`src/hdl/abte_pkg.sv`:
```
`default_nettype none
// ----------------------------------------------------------------------------
// abte_pkg
// Shared types and constants for the array-held binary tree engine: request
// and response beats, action and status codes, controller states and the
// command/status bundles between controller and datapath.
// ----------------------------------------------------------------------------
package abte_pkg;

    localparam int ACTION_W        = 3;
    localparam int VALUE_W         = 8;
    localparam int STATUS_W        = 3;
    localparam int INDEX_W         = 5;
    localparam int CNT_W           = 5;
    localparam int MAX_RESULTS     = 31;
    localparam int DEF_TABLE_DEPTH = 32;

    typedef enum logic [ACTION_W-1:0] {
        ACT_START     = 3'd0,
        ACT_INSERT    = 3'd1,
        ACT_SEARCH    = 3'd2,
        ACT_DELETE    = 3'd3,
        ACT_INORDER   = 3'd4,
        ACT_PREORDER  = 3'd5,
        ACT_POSTORDER = 3'd6,
        ACT_NONE      = 3'd7
    } action_e;

    typedef enum logic [STATUS_W-1:0] {
        ST_OK        = 3'd0,
        ST_NOT_FOUND = 3'd1,
        ST_OCCUPIED  = 3'd2,
        ST_NOT_LEAF  = 3'd3,
        ST_NO_ROOM   = 3'd4,
        ST_EMPTY     = 3'd5
    } status_e;

    typedef struct packed {
        logic [ACTION_W-1:0] action;
        logic [VALUE_W-1:0]  value;
        logic [VALUE_W-1:0]  parent_key;
        logic                side;
    } in_item_t;

    typedef struct packed {
        logic [STATUS_W-1:0] status;
        logic [INDEX_W-1:0]  node_index;
        logic [VALUE_W-1:0]  node_value;
        logic                last;
    } out_item_t;

    typedef enum logic [2:0] {
        S_IDLE,
        S_DISPATCH,
        S_WALK,
        S_CHECK,
        S_DECIDE,
        S_CHILD,
        S_FLUSH
    } state_e;

    typedef enum logic [1:0] {
        W_DOWN,
        W_FROM_L,
        W_FROM_R
    } walk_e;

    typedef enum logic [3:0] {
        RES_START,
        RES_EMPTY,
        RES_NOT_FOUND,
        RES_SEARCH,
        RES_NO_ROOM,
        RES_OCCUPIED,
        RES_INSERT,
        RES_NOT_LEAF,
        RES_DELETE,
        RES_EMIT
    } res_e;

    typedef struct packed {
        logic latch;
        logic start;
        logic walk_init;
        logic walk_step;
        logic found_load;
        logic del;
        logic ins;
        logic rd_child;
        logic stage_load;
        res_e res_sel;
        logic cnt_inc;
        logic out_load;
        logic out_last;
    } cmd_t;

    typedef struct packed {
        action_e action;
        logic    root_full;
        logic    lookup;
        logic    emit;
        logic    walk_last;
        logic    done;
        logic    match;
        logic    stg_full;
        logic    out_free;
        logic    cnt_max_next;
        logic    child_full;
        logic    no_room;
        logic    child_occ;
    } stat_t;

endpackage
`default_nettype wire

```
`src/hdl/array_binary_tree_engine_unit.sv`:
```
`default_nettype none
// ----------------------------------------------------------------------------
// array_binary_tree_engine_unit
// Heap-indexed binary tree of 8-bit values with insert, search, leaf delete
// and in-, pre- and post-order traversal.
//
// Usage: a request beat (req, req_valid) is taken when req_stall is low; the
// unit works on one request at a time and raises req_stall until its last
// response beat has entered the output register. Each request gives one
// response beat (action code 7 gives none); traversals give one beat per
// node, up to 31, with last set on the final one.
// Start and empty-tree answers need no walk. Lookups and traversals run
// a walker that makes one move per cycle while it walks (three moves per
// visited node) and pauses at each node it hands over for the registered
// store read.
// Reset empties the tree at once through the occupancy bits; the store data
// itself is not cleared. While rsp_stall is high the response register holds
// its beat; the walker then pauses at a node to hand over if staging is full.
// ----------------------------------------------------------------------------
module array_binary_tree_engine_unit
    import abte_pkg::*;
#(
    parameter int TABLE_DEPTH = DEF_TABLE_DEPTH
)
(
    input  wire logic  clk,
    input  wire logic  rst_n,
    input  wire logic  req_valid,
    output logic       req_stall,
    input  in_item_t   req,
    output logic       rsp_valid,
    input  wire logic  rsp_stall,
    output out_item_t  rsp
);

    cmd_t  cmd;
    stat_t stat;

    abte_ctrl u_ctrl (
        .clk       (clk),
        .rst_n     (rst_n),
        .req_valid (req_valid),
        .req_stall (req_stall),
        .stat      (stat),
        .cmd       (cmd)
    );

    abte_dpath #(
        .TABLE_DEPTH (TABLE_DEPTH)
    ) u_dpath (
        .clk       (clk),
        .rst_n     (rst_n),
        .req       (req),
        .cmd       (cmd),
        .stat      (stat),
        .rsp_stall (rsp_stall),
        .rsp_valid (rsp_valid),
        .rsp       (rsp)
    );

endmodule
`default_nettype wire

```
`src/hdl/abte_ctrl.sv`:
```
`default_nettype none
// ----------------------------------------------------------------------------
// abte_ctrl
// Sequencer for the tree engine: takes a request, dispatches it, steps the
// tree walker, resolves lookups and hands beats to the response register.
// ----------------------------------------------------------------------------
module abte_ctrl
    import abte_pkg::*;
(
    input  wire logic  clk,
    input  wire logic  rst_n,
    input  wire logic  req_valid,
    output logic       req_stall,
    input  stat_t      stat,
    output cmd_t       cmd
);

    state_e state_reg;
    state_e state_next;

    always_ff @(posedge clk or negedge rst_n)
    begin
        if (!rst_n)
        begin
            state_reg <= S_IDLE;
        end
        else
        begin
            state_reg <= state_next;
        end
    end

    assign req_stall = (state_reg != S_IDLE);

    always_comb
    begin
        state_next = state_reg;
        unique case (state_reg)
            S_IDLE:
            begin
                if (req_valid)
                begin
                    state_next = S_DISPATCH;
                end
            end
            S_DISPATCH:
            begin
                if (stat.action == ACT_NONE)
                begin
                    state_next = S_IDLE;
                end
                else if (stat.action == ACT_START || !stat.root_full)
                begin
                    state_next = S_FLUSH;
                end
                else
                begin
                    state_next = S_WALK;
                end
            end
            S_WALK:
            begin
                if (stat.emit)
                begin
                    state_next = S_CHECK;
                end
                else if (stat.walk_last)
                begin
                    state_next = S_FLUSH;
                end
            end
            S_CHECK:
            begin
                if (stat.lookup)
                begin
                    if (stat.match)
                    begin
                        state_next = S_DECIDE;
                    end
                    else if (stat.done)
                    begin
                        state_next = S_FLUSH;
                    end
                    else
                    begin
                        state_next = S_WALK;
                    end
                end
                else if (!stat.stg_full || stat.out_free)
                begin
                    if (stat.done || stat.cnt_max_next)
                    begin
                        state_next = S_FLUSH;
                    end
                    else
                    begin
                        state_next = S_WALK;
                    end
                end
            end
            S_DECIDE:
            begin
                if (stat.action == ACT_INSERT && !stat.no_room && stat.child_occ)
                begin
                    state_next = S_CHILD;
                end
                else
                begin
                    state_next = S_FLUSH;
                end
            end
            S_CHILD:
            begin
                state_next = S_FLUSH;
            end
            S_FLUSH:
            begin
                if (stat.out_free)
                begin
                    state_next = S_IDLE;
                end
            end
            default:
            begin
                state_next = S_IDLE;
            end
        endcase
    end

    always_comb
    begin
        cmd = '0;
        unique case (state_reg)
            S_IDLE:
            begin
                cmd.latch = req_valid;
            end
            S_DISPATCH:
            begin
                if (stat.action == ACT_NONE)
                begin
                    cmd.latch = 1'b0;
                end
                else if (stat.action == ACT_START)
                begin
                    cmd.start      = 1'b1;
                    cmd.stage_load = 1'b1;
                    cmd.res_sel    = RES_START;
                end
                else if (!stat.root_full)
                begin
                    cmd.stage_load = 1'b1;
                    cmd.res_sel    = RES_EMPTY;
                end
                else
                begin
                    cmd.walk_init = 1'b1;
                end
            end
            S_WALK:
            begin
                cmd.walk_step = 1'b1;
                if (!stat.emit && stat.walk_last && stat.lookup)
                begin
                    cmd.stage_load = 1'b1;
                    cmd.res_sel    = RES_NOT_FOUND;
                end
            end
            S_CHECK:
            begin
                if (stat.lookup)
                begin
                    if (stat.match)
                    begin
                        cmd.found_load = 1'b1;
                    end
                    else if (stat.done)
                    begin
                        cmd.stage_load = 1'b1;
                        cmd.res_sel    = RES_NOT_FOUND;
                    end
                end
                else if (!stat.stg_full || stat.out_free)
                begin
                    cmd.out_load   = stat.stg_full;
                    cmd.out_last   = 1'b0;
                    cmd.stage_load = 1'b1;
                    cmd.res_sel    = RES_EMIT;
                    cmd.cnt_inc    = 1'b1;
                end
            end
            S_DECIDE:
            begin
                priority case (stat.action)
                    ACT_SEARCH:
                    begin
                        cmd.stage_load = 1'b1;
                        cmd.res_sel    = RES_SEARCH;
                    end
                    ACT_DELETE:
                    begin
                        cmd.stage_load = 1'b1;
                        if (stat.child_full)
                        begin
                            cmd.res_sel = RES_NOT_LEAF;
                        end
                        else
                        begin
                            cmd.del     = 1'b1;
                            cmd.res_sel = RES_DELETE;
                        end
                    end
                    ACT_INSERT:
                    begin
                        if (stat.no_room)
                        begin
                            cmd.stage_load = 1'b1;
                            cmd.res_sel    = RES_NO_ROOM;
                        end
                        else if (stat.child_occ)
                        begin
                            cmd.rd_child = 1'b1;
                        end
                        else
                        begin
                            cmd.ins        = 1'b1;
                            cmd.stage_load = 1'b1;
                            cmd.res_sel    = RES_INSERT;
                        end
                    end
                    default:
                    begin
                        cmd.stage_load = 1'b0;
                    end
                endcase
            end
            S_CHILD:
            begin
                cmd.stage_load = 1'b1;
                cmd.res_sel    = RES_OCCUPIED;
            end
            S_FLUSH:
            begin
                cmd.out_load = stat.out_free;
                cmd.out_last = 1'b1;
            end
            default:
            begin
                cmd.latch = 1'b0;
            end
        endcase
    end

endmodule
`default_nettype wire

```
`src/hdl/abte_dpath.sv`:
```
`default_nettype none
// ----------------------------------------------------------------------------
// abte_dpath
// Node store, occupancy bits, stackless heap walker, result staging and the
// response register of the tree engine.
// ----------------------------------------------------------------------------
module abte_dpath
    import abte_pkg::*;
#(
    parameter int TABLE_DEPTH = DEF_TABLE_DEPTH
)
(
    input  wire logic  clk,
    input  wire logic  rst_n,
    input  in_item_t   req,
    input  cmd_t       cmd,
    output stat_t      stat,
    input  wire logic  rsp_stall,
    output logic       rsp_valid,
    output out_item_t  rsp
);

    localparam int IDX_W = $clog2(TABLE_DEPTH);
    localparam int OCC_N = 1 << IDX_W;
    localparam logic [IDX_W-1:0] ROOT = IDX_W'(1);
    localparam logic [IDX_W:0] DEPTH_C = (IDX_W + 1)'(TABLE_DEPTH);

    logic [VALUE_W-1:0]  mem [TABLE_DEPTH];
    logic [VALUE_W-1:0]  rd_data_reg;
    in_item_t            item_reg;
    logic [OCC_N-1:0]    occ_reg;
    logic [OCC_N-1:0]    occ_next;
    logic [IDX_W-1:0]    cursor_reg;
    logic [IDX_W-1:0]    cursor_next;
    walk_e               mode_reg;
    walk_e               mode_next;
    logic                done_reg;
    logic                done_next;
    logic [IDX_W-1:0]    eidx_reg;
    logic [IDX_W-1:0]    found_reg;
    logic [CNT_W-1:0]    cnt_reg;
    logic [CNT_W-1:0]    cnt_next;
    logic [STATUS_W-1:0] stg_status_reg;
    logic [STATUS_W-1:0] stg_status_next;
    logic [INDEX_W-1:0]  stg_index_reg;
    logic [INDEX_W-1:0]  stg_index_next;
    logic [VALUE_W-1:0]  stg_value_reg;
    logic [VALUE_W-1:0]  stg_value_next;
    logic                stg_full_reg;
    logic                stg_full_next;
    out_item_t           rsp_reg;
    logic                rsp_valid_reg;
    logic                rsp_valid_next;

    action_e             act;
    logic                lookup;
    logic                pre_ord;
    logic [VALUE_W-1:0]  key;
    logic [IDX_W:0]      left;
    logic [IDX_W:0]      right;
    logic [IDX_W:0]      child;
    logic [IDX_W:0]      found_l;
    logic [IDX_W:0]      found_r;
    logic                emit;
    logic                walk_last;
    logic                out_free;
    logic                mem_we;
    logic [IDX_W-1:0]    waddr;
    logic                rd_en;
    logic [IDX_W-1:0]    raddr;

    function automatic logic slot_full(input logic [IDX_W:0] idx, input logic [OCC_N-1:0] occ);
        return (idx < DEPTH_C) && occ[idx[IDX_W-1:0]];
    endfunction

    assign act     = action_e'(item_reg.action);
    assign lookup  = (act == ACT_INSERT) || (act == ACT_SEARCH) || (act == ACT_DELETE);
    assign pre_ord = lookup || (act == ACT_PREORDER);
    assign key     = (act == ACT_INSERT) ? item_reg.parent_key : item_reg.value;
    assign left    = {cursor_reg, 1'b0};
    assign right   = {cursor_reg, 1'b1};
    assign child   = {found_reg, item_reg.side};
    assign found_l = {found_reg, 1'b0};
    assign found_r = {found_reg, 1'b1};
    assign out_free = !rsp_valid_reg || !rsp_stall;

    // Walker: one move per cycle while walk_step is set, emit point set by the traversal order.
    always_comb
    begin
        cursor_next = cursor_reg;
        mode_next   = mode_reg;
        emit        = 1'b0;
        walk_last   = 1'b0;
        unique case (mode_reg)
            W_DOWN:
            begin
                emit = pre_ord;
                if (slot_full(left, occ_reg))
                begin
                    cursor_next = left[IDX_W-1:0];
                end
                else
                begin
                    mode_next = W_FROM_L;
                end
            end
            W_FROM_L:
            begin
                emit = (act == ACT_INORDER);
                if (slot_full(right, occ_reg))
                begin
                    cursor_next = right[IDX_W-1:0];
                    mode_next   = W_DOWN;
                end
                else
                begin
                    mode_next = W_FROM_R;
                end
            end
            W_FROM_R:
            begin
                emit = (act == ACT_POSTORDER);
                if (cursor_reg == ROOT)
                begin
                    walk_last = 1'b1;
                end
                else
                begin
                    cursor_next = cursor_reg >> 1;
                    mode_next   = cursor_reg[0] ? W_FROM_R : W_FROM_L;
                end
            end
            default:
            begin
                mode_next = W_DOWN;
            end
        endcase
        if (cmd.walk_init)
        begin
            cursor_next = ROOT;
            mode_next   = W_DOWN;
        end
        else if (!cmd.walk_step)
        begin
            cursor_next = cursor_reg;
            mode_next   = mode_reg;
        end
    end

    always_comb
    begin
        done_next = done_reg;
        if (cmd.walk_init)
        begin
            done_next = 1'b0;
        end
        else if (cmd.walk_step)
        begin
            done_next = walk_last;
        end
    end

    always_comb
    begin
        cnt_next = cnt_reg;
        if (cmd.walk_init)
        begin
            cnt_next = '0;
        end
        else if (cmd.cnt_inc)
        begin
            cnt_next = cnt_reg + CNT_W'(1);
        end
    end

    always_comb
    begin
        occ_next = occ_reg;
        if (cmd.start)
        begin
            occ_next       = '0;
            occ_next[ROOT] = (item_reg.value != '0);
        end
        if (cmd.ins)
        begin
            occ_next[child[IDX_W-1:0]] = (item_reg.value != '0);
        end
        if (cmd.del)
        begin
            occ_next[found_reg] = 1'b0;
        end
    end

    always_comb
    begin
        stg_status_next = ST_OK;
        stg_index_next  = '0;
        stg_value_next  = '0;
        unique case (cmd.res_sel)
            RES_START:
            begin
                if (item_reg.value == '0)
                begin
                    stg_status_next = ST_EMPTY;
                end
                else
                begin
                    stg_index_next = INDEX_W'(ROOT);
                    stg_value_next = item_reg.value;
                end
            end
            RES_EMPTY:
            begin
                stg_status_next = ST_EMPTY;
            end
            RES_NOT_FOUND:
            begin
                stg_status_next = ST_NOT_FOUND;
            end
            RES_SEARCH:
            begin
                stg_index_next = INDEX_W'(found_reg);
                stg_value_next = rd_data_reg;
            end
            RES_NO_ROOM:
            begin
                stg_status_next = ST_NO_ROOM;
            end
            RES_OCCUPIED:
            begin
                stg_status_next = ST_OCCUPIED;
                stg_index_next  = INDEX_W'(child);
                stg_value_next  = rd_data_reg;
            end
            RES_INSERT:
            begin
                stg_index_next = INDEX_W'(child);
                stg_value_next = item_reg.value;
            end
            RES_NOT_LEAF:
            begin
                stg_status_next = ST_NOT_LEAF;
                stg_index_next  = INDEX_W'(found_reg);
                stg_value_next  = item_reg.value;
            end
            RES_DELETE:
            begin
                stg_index_next = INDEX_W'(found_reg);
                stg_value_next = item_reg.value;
            end
            RES_EMIT:
            begin
                stg_index_next = INDEX_W'(eidx_reg);
                stg_value_next = rd_data_reg;
            end
            default:
            begin
                stg_status_next = ST_OK;
            end
        endcase
    end

    always_comb
    begin
        stg_full_next = stg_full_reg;
        if (cmd.stage_load)
        begin
            stg_full_next = 1'b1;
        end
        else if (cmd.out_load)
        begin
            stg_full_next = 1'b0;
        end
    end

    always_comb
    begin
        rsp_valid_next = rsp_valid_reg;
        if (cmd.out_load)
        begin
            rsp_valid_next = 1'b1;
        end
        else if (!rsp_stall)
        begin
            rsp_valid_next = 1'b0;
        end
    end

    assign mem_we = cmd.start || cmd.ins;
    assign waddr  = cmd.start ? ROOT : child[IDX_W-1:0];
    assign rd_en  = (cmd.walk_step && emit) || cmd.rd_child;
    assign raddr  = cmd.rd_child ? child[IDX_W-1:0] : cursor_reg;

    always_ff @(posedge clk)
    begin
        if (mem_we)
        begin
            mem[waddr] <= item_reg.value;
        end
        if (rd_en)
        begin
            rd_data_reg <= mem[raddr];
        end
    end

    always_ff @(posedge clk)
    begin
        if (cmd.latch)
        begin
            item_reg <= req;
        end
        if (cmd.walk_step && emit)
        begin
            eidx_reg <= cursor_reg;
        end
        if (cmd.found_load)
        begin
            found_reg <= eidx_reg;
        end
        if (cmd.stage_load)
        begin
            stg_status_reg <= stg_status_next;
            stg_index_reg  <= stg_index_next;
            stg_value_reg  <= stg_value_next;
        end
        if (cmd.out_load)
        begin
            rsp_reg.status     <= stg_status_reg;
            rsp_reg.node_index <= stg_index_reg;
            rsp_reg.node_value <= stg_value_reg;
            rsp_reg.last       <= cmd.out_last;
        end
    end

    always_ff @(posedge clk or negedge rst_n)
    begin
        if (!rst_n)
        begin
            occ_reg       <= '0;
            cursor_reg    <= ROOT;
            mode_reg      <= W_DOWN;
            done_reg      <= 1'b0;
            cnt_reg       <= '0;
            stg_full_reg  <= 1'b0;
            rsp_valid_reg <= 1'b0;
        end
        else
        begin
            occ_reg       <= occ_next;
            cursor_reg    <= cursor_next;
            mode_reg      <= mode_next;
            done_reg      <= done_next;
            cnt_reg       <= cnt_next;
            stg_full_reg  <= stg_full_next;
            rsp_valid_reg <= rsp_valid_next;
        end
    end

    assign rsp_valid = rsp_valid_reg;
    assign rsp       = rsp_reg;

    assign stat.action       = act;
    assign stat.root_full    = occ_reg[ROOT];
    assign stat.lookup       = lookup;
    assign stat.emit         = emit;
    assign stat.walk_last    = walk_last;
    assign stat.done         = done_reg;
    assign stat.match        = (rd_data_reg == key);
    assign stat.stg_full     = stg_full_reg;
    assign stat.out_free     = out_free;
    assign stat.cnt_max_next = (cnt_reg == CNT_W'(MAX_RESULTS - 1));
    assign stat.child_full   = slot_full(found_l, occ_reg) || slot_full(found_r, occ_reg);
    assign stat.no_room      = (child >= DEPTH_C);
    assign stat.child_occ    = occ_reg[child[IDX_W-1:0]];

endmodule
`default_nettype wire
```
`config.mk`:
```
export PLATFORM = sky130hd
export DESIGN_NAME = array_binary_tree_engine_unit
export DESIGN_NICKNAME = d
export VERILOG_FILES = /design/src/hdl/abte_pkg.sv /design/src/hdl/array_binary_tree_engine_unit.sv /design/src/hdl/abte_ctrl.sv /design/src/hdl/abte_dpath.sv
export SDC_FILE = /design/constraint.sdc
export NUM_CORES = 1
export LEC_CHECK = 0
export ABC_AREA = 1
export BUFFER_PORTS_ARGS = -buffer_cell sky130_fd_sc_hd__buf_2
export CAP_MARGIN = 20
export CORE_ASPECT_RATIO = 1.75
export CORE_UTILIZATION = 35
export CTS_CLUSTER_SIZE = 14
export DETAILED_ROUTE_END_ITERATION = 7
export GPL_ROUTABILITY_DRIVEN = 0
export PLACE_DENSITY = 0.55
export SYNTH_ARGS = -nofsm -noshare
export SYNTH_HDL_FRONTEND = slang
export SYNTH_SLANG_ARGS = --single-unit
```
`constraint.sdc`:
```
create_clock -name clk -period 3.2 [get_ports clk]
set_clock_uncertainty 0.1 [all_clocks]
set_input_delay 0.64 -clock clk [delete_from_list [all_inputs] [get_ports clk]]
set_output_delay 0.64 -clock clk [all_outputs]
set_load 0.02 [all_outputs]
```
==> flow_metrics.py, run 1 <==
metrics = {
    "outcome": {
        "status": "finished clean",
    },
    "route": {
        "drtIter0Drc": 1053,
        "firstDrtPassIters": 5,
        "wl_mm": 59.0,
        "wl_per_cell_um": 21.8,
        "drtAntennaViolNets": 0,
        "viasPerCell": 5.14,
        "num_vias": 13900,
        "drc": 0,
    },
    "placed_design": {
        "dpl_worst_slack_ns": -0.0695,
        "port_buffers": 42,
        "dp_hpwl_mm": 41.1,
        "dp.cells": 2624,
        "placed_area_sq_um": 19600,
    },
    "synth": {
        "synthesis.area_sq_um": 17800,
        "ys_ff_latch": 377,
        "ys_types": 41,
        "synth-compound-area-share_pct": 5.66,
        "netlist_top_cells_count": "424 x nand2_1, 327 x edfxtp_1, 318 x inv_1, 289 x nand3_1, 133 x nor2_1",
        "synthAdderAreaFrac_pct": 0.421,
        "synth_ff_type": "edfxtp_1",
        "synth_top_area_share_pct": 55.1,
        "synthSimpleGateAreaFrac_pct": 22.3,
        "avgSynthCellArea_sq_um": 9.54,
        "synth_area_leaders": "edfxtp_1 55%, nand2_1 8.9%, nand3_1 8.1%, dfrtp_1 6.9%, inv_1 6.7%",
        "synth_top_area_cell": "edfxtp_1",
        "synth_xor_xnor_area_share_pct": 0.442,
        "synth_seq_area_share_pct": 62.1,
        "async_reset_ff_share_pct": 13.3,
        "synth-edff-count": 327,
        "syn-num-nets": 1899,
        "synth.area.mux_share_pct": 0,
        "yosys.cell_count.top_type": "nand2_1",
        "netlist_instances": 1869,
        "synth_top_family_by_area": "simple AND/OR/NAND/NOR gates",
        "yosysWarnings": 0,
    },
    "sta": {
        "finalHoldViolCount": 0,
        "finalCritPeriodShare_pct": 96.5,
        "relSlewSlack_pct": 43.4,
        "tightest_slew_ns": 0.848,
        "tns_ns": 0,
        "min_period_ns": 3.09,
        "clock.fmax_mhz": 324,
        "finalMaxSlewViolations": 0,
        "setup_ws_ns": 0.111,
        "finalSetupViolCount": 0,
        "hold_slack_ns": 0.103,
    },
    "power": {
        "total_power_mw": 15.8,
        "p_leak_nw": 9.07,
        "vdd_drop_max_mv": 0.548,
        "p_per_area_nw_per_um2": 742,
    },
    "global_routing": {
        "grt_pass1_wl_mm": 85.1,
        "gr-total-overflow": 0,
        "grt_pass1_vias": 13900,
        "track_usage_pct": 22.2,
        "antenna_found_initial": 0,
        "grt_start_max_net_pins": 50,
    },
    "clock_network": {
        "tritoncts": "yes",
        "htree_levels": 2,
        "clk_root_buffer_cell": "clkbuf_16",
        "cts_buffers": 35,
        "cts_hold_buf": 0,
        "clock_path_buffers": 3,
        "clock-sinks": 377,
        "path_clk_slew_ns": 0.06,
        "clk_latency_ns": 0.54,
    },
    "die": {
        "fp.coreArea_sq_um": 50500,
        "start_util_pct": 35.3,
        "dieHeight_um": 301,
        "die_area_sq_um": 51900,
        "pin_count": 43,
        "rows": 109,
        "die_w_um": 173,
    },
    "hold_path": {
        "hp-class": "input pin to async pin",
    },
    "worst_setup_path": {
        "endpoint_kind": "register",
        "crit_chain": "buf_12, o21ai_0, nand2_1, nand2_1, nand2_1, nand2_1, nor2_2, nand2_2, nand3_4, o21ai_4, buf_12, nand3_1, nand3_1, nand3_2, nand2_1, nand2_1, nand2_1",
        "slowest_delay_ns": 0.48,
        "crit_family": "simple AND/OR/NAND/NOR gates",
        "critical_path_class": "register to register",
        "r2r-start": "u_dpath.child[0]",
        "path_buf_inv": 2,
        "cp_max_fo": 45,
        "cpMaxStageDelayCell": "edfxtp_1",
        "crit_top_cell": "nand2_1",
        "required_ns": 3.51,
        "cp.arrival_ns": 3.40,
        "critPathLaunchType": "register",
        "cp-startpoint": "u_dpath.child[0]",
    },
    "final_layout": {
        "post-route-util_pct": 42.1,
        "largest_register_ffs": 256,
        "drive_gt1_share_pct": 14.1,
        "syn_to_final_growth_pct": 19.0,
        "layout.nets": 2044,
        "final_cells": 2705,
        "final_area_sq_um": 21200,
    },
    "job": {
        "maxCapViolCount": 0,
    },
}
[worst register-to-register path, stage by stage, from the launching register on]
cell and delay, ns:
edfxtp_1 0.48, buf_12 0.21, o21ai_0 0.16, nand2_1 0.07
nand2_1 0.06, nand2_1 0.07, nand2_1 0.09, nor2_2 0.05
nand2_2 0.11, nand3_4 0.16, o21ai_4 0.39, buf_12 0.31
nand3_1 0.19, nand3_1 0.14, nand3_2 0.17, nand2_1 0.12
nand2_1 0.05, nand2_1 0.06
[metal layers]
metal  track usage, %  vias up  wire length (um)  share of wire (%)
met5                0        -                 0                  0
met4             16.3        0              4860                8.2
met3             2.60      204              2400                4.1
met2             42.8      489             32000                 54
met1             21.5     6735             19800                 34
li1                 -     6481                 -                  -
[power breakdown]
group          switching, mW  internal, mW
Clock                   1.86          2.34
Combinational           3.58          1.71
Sequential             0.246          6.02
[placed cells by master, fill, tap and decap left out, types with 3 or more instances in the layout]
cell       synthesis  routed
inv_1            318     317
nand3_1          289     272
ha_1               6       6
xor2_1             5       5
nand3b_1          25      25
nor2_1           133     119
xnor2_1            4       4
o211ai_1           4       4
nand3_2            1      17
o21ai_0           70      67
nand4_1           16      16
inv_2              5       5
o21ai_2            4       3
a21oi_1           40      39
o22ai_1            5       5
nand2_1          424     421
buf_12             0      19
clkinv_1           2       4
nand2_2            4       4
dfrtp_1           49      49
a211oi_1          29      29
buf_6              9       4
nor2_2             2      15
edfxtp_1         327     327
buf_4              5     106
o21ai_1            1       3
clkbuf_16          0      43
nor3_1            12      11
a22oi_1            9       9
clkbuf_1          27      11
clkinv_2           0       6
buf_2             30      42
[layout make-up]
| cell class | instances | area, sq um |
|---|---|---|
| antenna | 1 | 2.50 |
| clock buffer | 49 | 992 |
| clock inverter | 12 | 123 |
| fill | 4946 | 29200 |
| inverter | 325 | 1220 |
| multi-input combinational | 1095 | 5340 |
| sequential | 377 | 11100 |
| tap | 666 | 833 |
| timing repair buffer | 180 | 1640 |
[final timing paths]
path | to | slack [ns] | cells after the start
worst max-delay path | u_dpath.rd_data_reg[5] | 0.11 | 17
worst min-delay path | u_ctrl.state_reg[1] | 0.10 | 1
worst max register to register | u_dpath.rd_data_reg[5] | 0.11 | 17
worst min register to register | u_dpath.rsp[7] | 0.32 | 0
max in group asynchronous | u_dpath.occ_reg[19] | 2.20 | 2
min in group clk | u_dpath.item_reg[4] | 0.18 | 1
[what timing repair did]
action                     4_1_cts  5_1_grt
gates resized for setup          5       50
pin swaps                        1        5
setup buffers                    4       11
cloned                           1        5
setup endpoints to repair       10      178
[logic make-up (layout without fill, tap and decap cells)]
group                      after synthesis  count (layout)
and+or+nand+nor                        909             909
other                                    0               1
AOI/OAI and AO/OA                      171             171
buffers and inverters                  397             566
xor gates and xnor gates                 9               9
DFF                                    377             377
adders and majority gates                6               6
Power figures use the tool's default switching activity.
==> run 2, diff against run 1 <==
--- a/config.mk
+++ b/config.mk
@@ -5,7 +5,7 @@
 export SDC_FILE = /design/constraint.sdc
 export NUM_CORES = 1
 export LEC_CHECK = 0
-export ABC_AREA = 1
+export ABC_AREA = 0
 export BUFFER_PORTS_ARGS = -buffer_cell sky130_fd_sc_hd__buf_2
 export CAP_MARGIN = 20
 export CORE_ASPECT_RATIO = 1.75
@@ -13,6 +13,7 @@
 export CTS_CLUSTER_SIZE = 14
 export DETAILED_ROUTE_END_ITERATION = 7
 export GPL_ROUTABILITY_DRIVEN = 0
+export HOLD_SLACK_MARGIN = 0.05
 export PLACE_DENSITY = 0.55
 export SYNTH_ARGS = -nofsm -noshare
 export SYNTH_HDL_FRONTEND = slang
==> flow_metrics.py, run 2 <==
metrics = {
    "outcome": {
        "status": "complete, but fails checks",
        "failed_checks": "setup timing",
    },
    "synth": {
        "synth_ff_type": "edfxtp_1",
        "synth_top_family_by_area": "simple AND/OR/NAND/NOR gates",
        "synth-compound-area-share_pct": 9.92,
        "synth_top_area_cell": "edfxtp_1",
        "synth-edff-count": 327,
        "yosys.cell_count.top_type": "edfxtp_1",
        "synth_area_leaders": "edfxtp_1 60%, dfrtp_1 7.5%, mux2i_1 5.2%, nand2_1 3.1%, nor2_1 2.4%",
        "synthAdderAreaFrac_pct": 0.461,
        "syn-num-nets": 1226,
        "avgSynthCellArea_sq_um": 13.6,
        "synth_xor_xnor_area_share_pct": 0.699,
        "synth_top_area_share_pct": 60.3,
        "synth_seq_area_share_pct": 68.0,
        "netlist_top_cells_count": "327 x edfxtp_1, 133 x nand2_1, 105 x nor2_1, 85 x mux2i_1, 76 x a21oi_1",
        "ys_types": 71,
        "yosysWarnings": 0,
        "synth.area.mux_share_pct": 8.56,
        "ys_ff_latch": 377,
        "async_reset_ff_share_pct": 13.3,
        "netlist_instances": 1196,
        "synthSimpleGateAreaFrac_pct": 10.2,
        "synthesis.area_sq_um": 16300,
    },
    "final_layout": {
        "largest_register_ffs": 256,
        "antennaDiodeCount": 0,
        "drive_gt1_share_pct": 35.2,
        "final_cell_mix": "327 x edfxtp_1, 200 x buf_4, 130 x nand2_1",
        "final_area_sq_um": 21500,
        "layout.nets": 1516,
        "syn_to_final_growth_pct": 32.0,
        "fillers": 4050,
        "final_common_cell": "edfxtp_1",
    },
    "die": {
        "dieHeight_um": 287,
        "fp.coreArea_sq_um": 45900,
        "pin_count": 43,
        "die_area_sq_um": 47400,
        "rows": 104,
        "start_util_pct": 35.5,
        "die_w_um": 165,
    },
    "clock_network": {
        "clock_path_buffers": 3,
        "cts_buffers": 36,
        "clk_latency_ns": 0.55,
        "clk_root_buffer_cell": "clkbuf_16",
        "tritoncts": "yes",
        "clock-sinks": 377,
        "path_clk_slew_ns": 0.06,
        "htree_levels": 2,
    },
    "power": {
        "p_leak_nw": 7.82,
        "vdd_drop_max_mv": 0.445,
        "p_per_area_nw_per_um2": 733,
    },
    "worst_setup_path": {
        "cp.arrival_ns": 3.94,
        "critPathLaunchType": "register",
        "critical_path_class": "register to register",
        "crit_chain": "buf_12, buf_8, or2_4, o221ai_2, nand4_1, a21boi_4, mux2_4, buf_12, buf_6, buf_12, mux2i_2, o22ai_2, nor4_4, buf_4, a22oi_2",
        "slowest_delay_ns": 0.45,
        "cpMaxStageDelayCell": "nor4_4",
        "required_ns": 3.38,
        "endpoint_kind": "register",
        "crit_top_cell": "buf_12",
        "cp_max_fo": 8,
    },
    "route": {
        "top_layer": "met4",
        "wl_mm": 52.5,
        "wl_met2_mm": 28.4,
        "wl_met1_mm": 17.9,
        "firstDrtPassIters": 6,
        "wl_per_cell_um": 25.1,
        "drc": 0,
        "viasPerCell": 5.53,
        "wl_met3_mm": 2.17,
        "drtAntennaViolNets": 0,
        "drtIter0Drc": 800,
        "num_vias": 11600,
    },
    "sta": {
        "min_period_ns": 3.77,
        "tightest_slew_ns": 0.982,
        "finalSetupViolCount": 115,
        "finalCritPeriodShare_pct": 118,
        "finalHoldViolCount": 0,
        "relSlewSlack_pct": 33.8,
        "hold_slack_ns": 0.171,
        "tns_ns": -11.85,
        "setup_ws_ns": -0.566,
        "clock.fmax_mhz": 266,
        "finalMaxSlewViolations": 0,
        "rsz0062_at_grt": "true",
    },
    "placed_design": {
        "port_buffers": 42,
        "dp_hpwl_mm": 35.9,
        "placed_area_sq_um": 18800,
    },
    "global_routing": {
        "antenna_found_initial": 1,
        "grt_pass1_wl_mm": 76.2,
        "grt_start_max_net_pins": 35,
        "track_usage_pct": 22.3,
        "gr-total-overflow": 0,
        "grt_pass1_vias": 12100,
    },
    "job": {
        "maxCapViolCount": 0,
    },
    "hold_path": {
        "hp-class": "input pin to register",
    },
}
run 2: changes by cell type after synthesis, sizes merged, moves of 25 or more:
cell / delta
inv: -309
nand2: -295
nand3: -261
mux2i: +85
o21ai: -50
a21oi: +37
nor2: -30
a22oi: +29
o22ai: +26
a211oi: -25
run 2: area by class of cell:
| type | count | area (sq um) | share of cell area [%] |
|---|---|---|---|
| multi-input combinational | 740 | 5760 | 26.8 |
| clock buffer | 51 | 977 | 4.54 |
| sequential | 377 | 11100 | 51.5 |
| timing repair buffer | 316 | 2760 | 12.8 |
| inverter | 15 | 56.3 | 0.262 |
| clock inverter | 14 | 145 | 0.675 |
| tap | 583 | 729 | 3.39 |
run 2: worst paths after layout:
kind / start / endpoint / slack [ns] / depth (start not counted)
max: u_dpath.found_reg[0] / u_dpath.rd_data_reg[4] / -0.57 / 15
min: req[11] / u_dpath.item_reg[11] / 0.17 / 1
max reg2reg: u_dpath.found_reg[0] / u_dpath.rd_data_reg[4] / -0.57 / 15
min reg2reg: u_dpath.stg_value_reg[1] / u_dpath.rsp[2] / 0.32 / 0
max in group asynchronous: rst_n / u_dpath.cursor_reg[0] / 1.62 / 3
min in group asynchronous: rst_n / u_dpath.occ_reg[9] / 0.50 / 2
run 2: power by group:
group          internal [mW]  total (mW)  switching [mW]  leakage [nW]
Sequential              6.01        6.23           0.221          3.63
Clock                   2.32        4.16            1.84         0.540
Combinational           2.31        5.36            3.05          3.65
Total                   10.6        15.8            5.11          7.82
run 2: layer usage:
metal / global-route usage [%] / vias to the layer above
met5: 0 / -
met4: 16.5 / 0
met3: 2.64 / 161
met2: 40.9 / 393
met1: 22.8 / 5869
li1: - / 5159
run 2: metrics by stage:
stage | cells | util [%] | setup WS [ns] | total power [mW]
finish | 2096 | 46.8 | -0.566 | 15.8
global route | 2096 | 46.8 | -0.578 | 16.3
CTS | 2087 | 45.6 | -0.513 | 15.5
detailed placement | 1979 | 40.8 | -1.11 | 10.7
global placement | 1979 | 40.8 | -1.09 | 10.6
floorplan | 1196 | - | 0.00276 | 8.73
run 2: logic make-up after synthesis:
group / Yosys count
XOR/XNOR: 13
flip-flops: 377
AND/OR/NAND/NOR: 365
buffers and inverters: 80
adder cells (fa/ha/maj): 6
multiplexers: 116
AO/OA/AOI/OAI: 239
run 2: repair_timing:
action / CTS / global route
buffers inserted: 46 / 14
resized for setup: 155 / 97
pin swaps: 37 / 37
setup endpoints to repair: 180 / 306
hold buffers: 1 / 0
hold endpoints to repair: 16 / 0
cloned: 4 / 1
run 2: worst max-delay path: cells and delay by family (launching register included):
kind,cells,cell delay [ns]
muxes,2,0.56
AOI/OAI and AO/OA,4,0.63
and+or+nand+nor,3,0.91
buffers and inverters,6,0.89
DFF,1,0.41
==> run 3, diff against run 2 <==
--- a/config.mk
+++ b/config.mk
@@ -9,12 +9,13 @@
 export BUFFER_PORTS_ARGS = -buffer_cell sky130_fd_sc_hd__buf_2
 export CAP_MARGIN = 20
 export CORE_ASPECT_RATIO = 1.75
-export CORE_UTILIZATION = 35
+export CORE_MARGIN = 2
+export CORE_UTILIZATION = 45
 export CTS_CLUSTER_SIZE = 14
 export DETAILED_ROUTE_END_ITERATION = 7
 export GPL_ROUTABILITY_DRIVEN = 0
 export HOLD_SLACK_MARGIN = 0.05
-export PLACE_DENSITY = 0.55
+export PLACE_DENSITY_LB_ADDON = 0.2
 export SYNTH_ARGS = -nofsm -noshare
 export SYNTH_HDL_FRONTEND = slang
 export SYNTH_SLANG_ARGS = --single-unit
==> flow_metrics.py, run 3 (synthesized netlist as in run 2, its figures left out) <==
metrics = {
    "global_routing": {
        "track_usage_pct": 25.5,
        "met3_usage_pct": 3.01,
        "met2_usage_pct": 47.2,
        "grt_pass1_wl_mm": 71.6,
        "use_met1_pct": 27.2,
        "grt_pass1_vias": 11700,
        "antenna_found_initial": 0,
        "gr-total-overflow": 0,
        "grt_busiest_layer": "met2",
        "grt_start_max_net_pins": 39,
    },
    "final_layout": {
        "post-route-util_pct": 58.0,
        "drive_gt1_share_pct": 33.4,
        "final_cell_mix": "327 x edfxtp_1, 200 x buf_4, 124 x nand2_1",
        "largest_register_ffs": 256,
        "syn_to_final_growth_pct": 27.8,
        "layout.nets": 1499,
        "final_area_sq_um": 20800,
        "antennaDiodeCount": 0,
        "final_common_cell": "edfxtp_1",
    },
    "clock_network": {
        "clock-sinks": 377,
        "htree_levels": 2,
        "clock_path_buffers": 3,
        "tritoncts": "yes",
        "path_clk_slew_ns": 0.07,
        "cts_buffers": 35,
        "clk_latency_ns": 0.53,
        "clk_root_buffer_cell": "clkbuf_16",
    },
    "route": {
        "wl_per_cell_um": 24.8,
        "wl_mm": 48.5,
        "num_vias": 11500,
        "drtIter0Drc": 885,
        "drc": 0,
        "drtAntennaViolNets": 0,
        "firstDrtPassIters": 7,
        "viasPerCell": 5.87,
    },
    "job": {
        "maxCapViolCount": 0,
    },
    "die": {
        "pin_count": 43,
        "dieHeight_um": 256,
        "start_util_pct": 45.4,
        "die_area_sq_um": 37800,
        "fp.coreArea_sq_um": 35900,
        "rows": 92,
        "die_w_um": 148,
    },
    "placed_design": {
        "port_buffers": 42,
        "placed_area_sq_um": 18600,
        "dp_hpwl_mm": 33.5,
    },
    "worst_setup_path": {
        "timing.rr.end": "u_dpath.rd_data_reg[3]",
        "r2r_slack_ns": -0.39,
        "cp_max_fo": 7,
        "reg2reg_depth": 12,
        "endpoint_kind": "register",
        "r2r-start": "u_dpath.found_reg[0]",
        "critPathLaunchType": "register",
        "cp-endpoint": "u_dpath.rd_data_reg[3]",
        "cp.arrival_ns": 3.74,
        "required_ns": 3.36,
        "cp-startpoint": "u_dpath.found_reg[0]",
        "critical_path_class": "register to register",
    },
    "power": {
        "p_leak_nw": 7.62,
        "vdd_drop_max_mv": 0.307,
        "total_power_mw": 15.1,
        "p_per_area_nw_per_um2": 726,
    },
    "sta": {
        "clock.fmax_mhz": 279,
        "min_period_ns": 3.59,
        "setup_ws_ns": -0.388,
        "tightest_slew_ns": 1.01,
        "finalMaxSlewViolations": 0,
        "hold_slack_ns": 0.181,
        "finalHoldViolCount": 0,
        "relSlewSlack_pct": 32.1,
        "finalCritPeriodShare_pct": 112,
        "finalSetupViolCount": 176,
        "rsz0062_at_grt": "true",
        "tns_ns": -20.90,
    },
    "outcome": {
        "status": "complete, but fails checks",
        "failed_checks": "setup timing",
    },
    "hold_path": {
        "hp-class": "input pin to register",
        "hold_depth": 1,
    },
}
-- run 3: changes by cell type in the layout (fill, tap and decap cells not counted), moves of 7 or more --
cell / change
nor2_4: -11
a22oi_1: +9
a22oi_2: -9
nor2_2: +9
buf_8: -8
buf_12: -7
-- run 3: repair_timing --
item	CTS	global route
endpoints found under the setup margin	177	193
endpoints found under the hold margin	12	0
resized for setup	113	86
cloned	4	2
pin swaps	20	30
hold buffers	1	0
buffers inserted	20	16
-- run 3: area by class of cell --
class                      instances  area (sq um)
multi-input combinational        740          5580
clock buffer                      46           937
sequential                       377         11100
fill                            2898         15100
tap                              470           588
timing repair buffer             300          2510
inverter                          15          56.3
clock inverter                    11          82.6
-- run 3: metrics by stage --
step / instances / setup WS (ns)
after floorplan: 1196 / 0.00276
after global placement: 1861 / -0.729
after detailed placement: 1861 / -0.762
after CTS: 1943 / -0.310
after global routing: 1959 / -0.426
final: 1959 / -0.388
-- run 3: worst min-delay path by stage --
stage,startpoint,to,slack (ns)
finish,req[17],u_dpath.act[0],0.18
floorplan,rst_n,u_ctrl.state_reg[0],0.24
CTS,req[18],u_dpath.act[1],0.16
detailed placement,u_dpath.stg_index_reg[2],u_dpath.rsp[11],0.31
global route,req[4],u_dpath.item_reg[4],0.17
global placement,u_dpath.stg_index_reg[2],u_dpath.rsp[11],0.30
-- run 3: worst max-delay path, stage by stage (launching register included) --
cell and delay [ns]:
edfxtp_1 0.41, buf_12 0.14, mux4_2 0.50, mux2_4 0.29, a21oi_4 0.17, a21boi_4 0.10
mux2_4 0.38, buf_12 0.18, buf_16 0.14, mux2i_1 0.18, o22ai_2 0.12, nor4_4 0.46
a22oi_1 0.13
-- run 3: report_power, final --
group          leakage [nW]  internal (mW)  switching [mW]
sequential             3.63           6.01           0.278
clock                 0.499           2.14            1.73
combinational          3.49           2.15            2.82
total                  7.62           10.3            4.83
-- run 3: per-layer routing --
metal	wire, um	vias to the layer above
li1	-	5117
met5	0	-
met2	26300	448
met1	16300	5766
met4	3510	0
met3	2410	172
